$ cat config.mk
export PLATFORM = sky130hd
export DESIGN_NAME = chm_ctrl
export DESIGN_NICKNAME = d
export VERILOG_FILES = /design/src/rtl/chm_pkg.sv /design/src/rtl/chm_ctrl.sv
export SDC_FILE = /design/constraint.sdc
export NUM_CORES = 1
export LEC_CHECK = 0
export BUFFER_PORTS_ARGS = -buffer_cell sky130_fd_sc_hd__buf_2
export CORE_AREA = 2 2 39 41
export CTS_CLUSTER_DIAMETER = 80
export DETAILED_ROUTE_END_ITERATION = 10
export DIE_AREA = 0 0 41 43
export GPL_TIMING_DRIVEN = 0
export PLACE_DENSITY = 0.58
export SLEW_MARGIN = 5
export SYNTH_ARGS = -nofsm -noshare
export SYNTH_HDL_FRONTEND = slang
export SYNTH_SLANG_ARGS = --single-unit
$ cat constraint.sdc
create_clock -name clk -period 1.3 [get_ports clk]
set_input_delay 0.065 -clock clk [delete_from_list [all_inputs] [get_ports clk]]
set_output_delay 0.065 -clock clk [all_outputs]
set_load 0.02 [all_outputs]
$ cat src/rtl/chm_pkg.sv
// ---------------------------------------------------------------------------
// chm_pkg
// Shared types and constants of the chained hash map.
// ---------------------------------------------------------------------------
`default_nettype none
package chm_pkg;
  localparam int MaxBuckets = 256;
  localparam int MaxNodes   = 1024;
  localparam int BktW  = $clog2(MaxBuckets);
  localparam int NodeW = $clog2(MaxNodes);
  localparam int PtrW  = NodeW + 1;
  localparam int KeyW  = 32;
  localparam int ValW  = 64;
  localparam int CntW  = 9;
  localparam logic [PtrW-1:0] NilPtr = PtrW'(MaxNodes);
  localparam logic KindAssign = 1'b0;
  localparam logic KindRead   = 1'b1;

  typedef enum logic [3:0] {
    ST_CLEAR, ST_IDLE, ST_DIV, ST_HEAD, ST_HEADW, ST_NODE, ST_NODEW,
    ST_CMP, ST_WRITE, ST_OUT
  } state_t;

  typedef struct packed {
    logic clr_step;    // write one empty head, advance sweep
    logic load;        // capture input word, start remainder
    logic div_step;    // one restoring remainder step
    logic head_rd;     // read bucket head
    logic head_cap;    // take head as current pointer
    logic node_rd;     // read node at current pointer
    logic follow;      // take node_next as current pointer
    logic upd_val;     // overwrite value of hit node
    logic ins;         // insert new node at chain head
    logic set_full;    // flag pool full
    logic out_load;    // load output register
  } cmd_t;

  typedef struct packed {
    logic clr_done;
    logic div_done;
    logic ptr_nil;
    logic key_hit;
    logic is_read;
    logic pool_full;
    logic steps_done;
  } sts_t;
endpackage
`default_nettype wire

$ cat src/rtl/chm_ctrl.sv
// ---------------------------------------------------------------------------
// chm_ctrl
// Controller state machine sequencing head clearing, modulo, head read, chain walk, update and output.
// ---------------------------------------------------------------------------
`default_nettype none
module chm_ctrl (
  input  wire logic           clk,
  input  wire logic           rst,
  input  wire logic           in_valid,
  output logic                in_stall,
  input  wire logic           out_busy,
  input  wire chm_pkg::sts_t  sts,
  output chm_pkg::cmd_t       cmd
);
  import chm_pkg::*;
  state_t state, state_next;

  always_ff @(posedge clk) begin
    if (rst) state <= ST_CLEAR;
    else     state <= state_next;
  end

  always_comb begin
    state_next = state;
    unique case (state)
      ST_CLEAR: if (sts.clr_done) state_next = ST_IDLE;
      ST_IDLE:  if (in_valid) state_next = ST_DIV;
      ST_DIV:   if (sts.div_done) state_next = ST_HEAD;
      ST_HEAD:  state_next = ST_HEADW;
      ST_HEADW: state_next = ST_NODE;
      ST_NODE:  state_next = sts.ptr_nil ? ST_WRITE : ST_NODEW;
      ST_NODEW: state_next = ST_CMP;
      ST_CMP: begin
        if (sts.key_hit || sts.steps_done) state_next = ST_WRITE;
        else state_next = ST_NODE;
      end
      ST_WRITE: state_next = ST_OUT;
      ST_OUT:   if (!out_busy) state_next = ST_IDLE;
      default:  state_next = ST_IDLE;
    endcase
  end

  always_comb begin
    cmd = '0;
    in_stall = 1'b1;
    unique case (state)
      ST_CLEAR: cmd.clr_step = 1'b1;
      ST_IDLE: begin
        in_stall = 1'b0;
        cmd.load = in_valid;
      end
      ST_DIV:   cmd.div_step = 1'b1;
      ST_HEAD:  cmd.head_rd = 1'b1;
      ST_HEADW: cmd.head_cap = 1'b1;
      ST_NODE:  cmd.node_rd = !sts.ptr_nil;
      ST_NODEW: ;
      ST_CMP:   cmd.follow = !sts.key_hit;
      ST_WRITE: begin
        if (!sts.is_read) begin
          if (!sts.ptr_nil) cmd.upd_val = 1'b1;
          else if (!sts.pool_full) cmd.ins = 1'b1;
          else cmd.set_full = 1'b1;
        end
      end
      ST_OUT:   cmd.out_load = !out_busy;
      default:  ;
    endcase
  end
endmodule
`default_nettype wire

==> results.yml <==
run_status:
  status: "finished with violations"
  violations: "setup timing"
finish:
  reg_top3: "state: 4 flops"
  syn_to_final_growth_pct: 99.1
  fin_util_pct: 61.4
  ff_latch_area_um2: 87.6
  nFillCells: 118
  drive_gt1_share_pct: 73.3
  largest-register: "state"
  fin_nets: 99
  multi_input_area_um2: 444
  largest_register_ffs: 4
  antenna_cells: 0
critical_path:
  max_stage_delay_ns: 0.56
  critPathMaxFanout: 3
  arrival_ns: 1.46
  required_ns: 1.24
  cp_slowest_cell: "or4_4"
  critical_path_class: "flip-flop to output pin"
  crit_chain: "or4_4 -> nor3b_4 -> buf_6"
  cp-end-kind: "output pin"
  start_kind: "flip-flop"
synth:
  synth_area_um2: 427
  netlist_instances: 53
  synth_nets: 64
  synth_cell_types: 28
  synth_area_leaders: "dfxtp_1, nor3b_2, buf_6, nor3_1, nor2_1"
  synth_top_area_cell: "dfxtp_1"
  yosys_register_bits: 4
  yosys_warnings: 0
  post-synth-top-area-fraction_pct: 18.8
  ys_seq_area_share_pct: 18.8
  avgSynthCellArea_um2: 8.05
detailed_routing:
  viasPerCell: 5.26
  vias: 537
  routed_wl_mm: 1.42
  avgRoutedWirePerCell_um: 13.9
  drc: 0
  ant_nets: 0
  first_pass_iters: 3
  drtIter0Drc: 12
sta:
  setup_viol: 13
  maxSlewHeadroom_pct: 76.2
  worst_slack_ns: -0.229
  fin_crit_sh_pct: 118
  final_hold_viol_count: 0
  worst_pin_slew_ns: 0.356
  skew_ns: 0.00430
  finalCriticalPeriod_ns: 1.53
  clock.fmax_ghz: 0.654
  slew_viol_final: 0
  rsz0062_at_grt: "true"
grt:
  grt_max_degree: 11
  overflow: 0
  grt_antenna_before_repair: 0
  grt.total_usage_pct: 15.7
  grt_pass1_wl_mm: 1.97
  grt_pass1_vias: 507
power_and_ir_drop:
  leakage_nw: 0.371
  vdd_ir_drop_max_mv: 0.303
  finalPower_uw: 516
  p_per_area_mw_per_mm2: 607
clocking:
  cts_tree: "done"
  clock_path_buffers: 2
  clock-sinks: 4
  cts_hold_buf: 0
  root_buffer: "clkbuf_4"
  path_clk_slew_ns: 0.04
  numCtsBuffers: 3
  cts_htree_levels: 1
  clk_latency_ns: 0.23
die:
  die_w_um: 41
  num_rows: 14
  core-area_mm2: 0.00138
  io_pins: 23
  die-area_mm2: 0.00176
  initial_utilization_pct: 30.8
  dieHeight_um: 43
placement:
  portBuffers: 22
  place_hpwl_um: 870
  gp_congestion: 0.735
flow_run:
  maxCapViolations: 0
worst_hold_path:
  holdCritPathClass: "input pin to flip-flop"
[path summary, 6_finish.rpt]
| kind | depth (start not counted) | slack [ns] | end | start |
|---|---|---|---|---|
| setup / recovery | 3 | -0.23 | cmd[2] | state[2] |
| setup reg to reg | 6 | -0.07 | state[0] | state[2] |
| hold / removal | 2 | 0.07 | state[2] | rst |
| hold reg to reg | 2 | 0.59 | state[3] | state[2] |
[cell usage after synthesis]
cell and n:
nor2_1 5, dfxtp_1 4, nand2_1 4, nor3_1 4, nor4_1 3, a31oi_1 2
and3_1 2, and3b_1 2, buf_2 2, buf_6 2, nand2b_1 2, nor2b_1 2
nor3b_2 2, o21ai_1 2, or3_1 2, a2111oi_2 1, a211oi_1 1, and2b_1 1
inv_1 1, mux2_1 1, nand2_4 1, nand2b_4 1, nor4b_2 1, nor4bb_1 1
o21ai_0 1, o41ai_1 1, or2_2 1, or4_4 1
[layer usage]
metal	up-vias	share of wire (%)	track usage, %
li1	264	-	-
met1	255	37	19.3
met2	16	58	26.3
met3	2	3.7	0
met4	0	1.1	8.00
met5	-	0	0
[cell type report]
cell class              count  share of cell area [%]
multi-input cells          44                    52.3
repair buffers             31                    27.5
flip-flops and latches      4                    10.3
clock buffers               3                    2.65
well taps                  16                    2.36
inverters                   1                   0.442
plain buffers               3                    4.42
[per-stage QoR]
step	worst slack (ns)	cells	hold WS [ns]	area (µm²)	TNS (ns)
2_1_floorplan	0.0135	53	0.134	457	0
3_3_place_gp	-0.0701	91	0.311	587	-0.171
3_5_place_dp	-0.0957	91	0.307	587	-0.197
4_1_cts	-0.231	99	0.0555	703	-0.796
5_1_grt	-0.288	102	0.0839	850	-2.20
6_report	-0.229	102	0.0726	850	-1.43
[logic make-up (layout without fill, tap and decap cells)]
group | after synthesis | after routing | share of synthesized area [%]
AO/OA/AOI/OAI | 8 | 8 | 13.8
multiplexers | 1 | 1 | 2.64
flip-flops | 4 | 4 | 18.8
buffers and inverters | 5 | 38 | 8.50
AND/OR/NAND/NOR | 35 | 35 | 56.3
[where the power goes]
| group | switching (mW) | internal, mW | leakage (nW) |
|---|---|---|---|
| sequential | 0.00676 | 0.130 | 0.0346 |
| combinational | 0.120 | 0.109 | 0.322 |
| clock | 0.0458 | 0.103 | 0.0138 |
| total | 0.173 | 0.343 | 0.371 |
[cells in the final DEF (no fill, tap or decap), types with 2 or more instances in the layout]
| master | count |
|---|---|
| nand2b_4 | 2 |
| nor2b_1 | 2 |
| buf_4 | 9 |
| dfxtp_2 | 3 |
| buf_6 | 11 |
| nor4_4 | 3 |
| and3b_1 | 2 |
| nand2_1 | 4 |
| clkbuf_4 | 3 |
| a31oi_1 | 2 |
| nor3_1 | 3 |
| nor2_4 | 3 |
| nor2_1 | 2 |
| buf_2 | 13 |
| and3_4 | 2 |
| o21ai_1 | 2 |
[worst max-delay path, delay by kind of cell, from the launching register on]
kind	cells	cell delay, ns
buffers and inverters	1	0.14
flip-flops	1	0.34
AND/OR/NAND/NOR	2	0.76
[what timing repair did]
action,CTS,global route
buffers inserted,4,4
cloned,1,0
endpoints found under the setup margin,10,13
pin swaps,5,7
gates resized for setup,20,27
hold endpoints to repair,0,0
(Power assumes the default switching activity.)
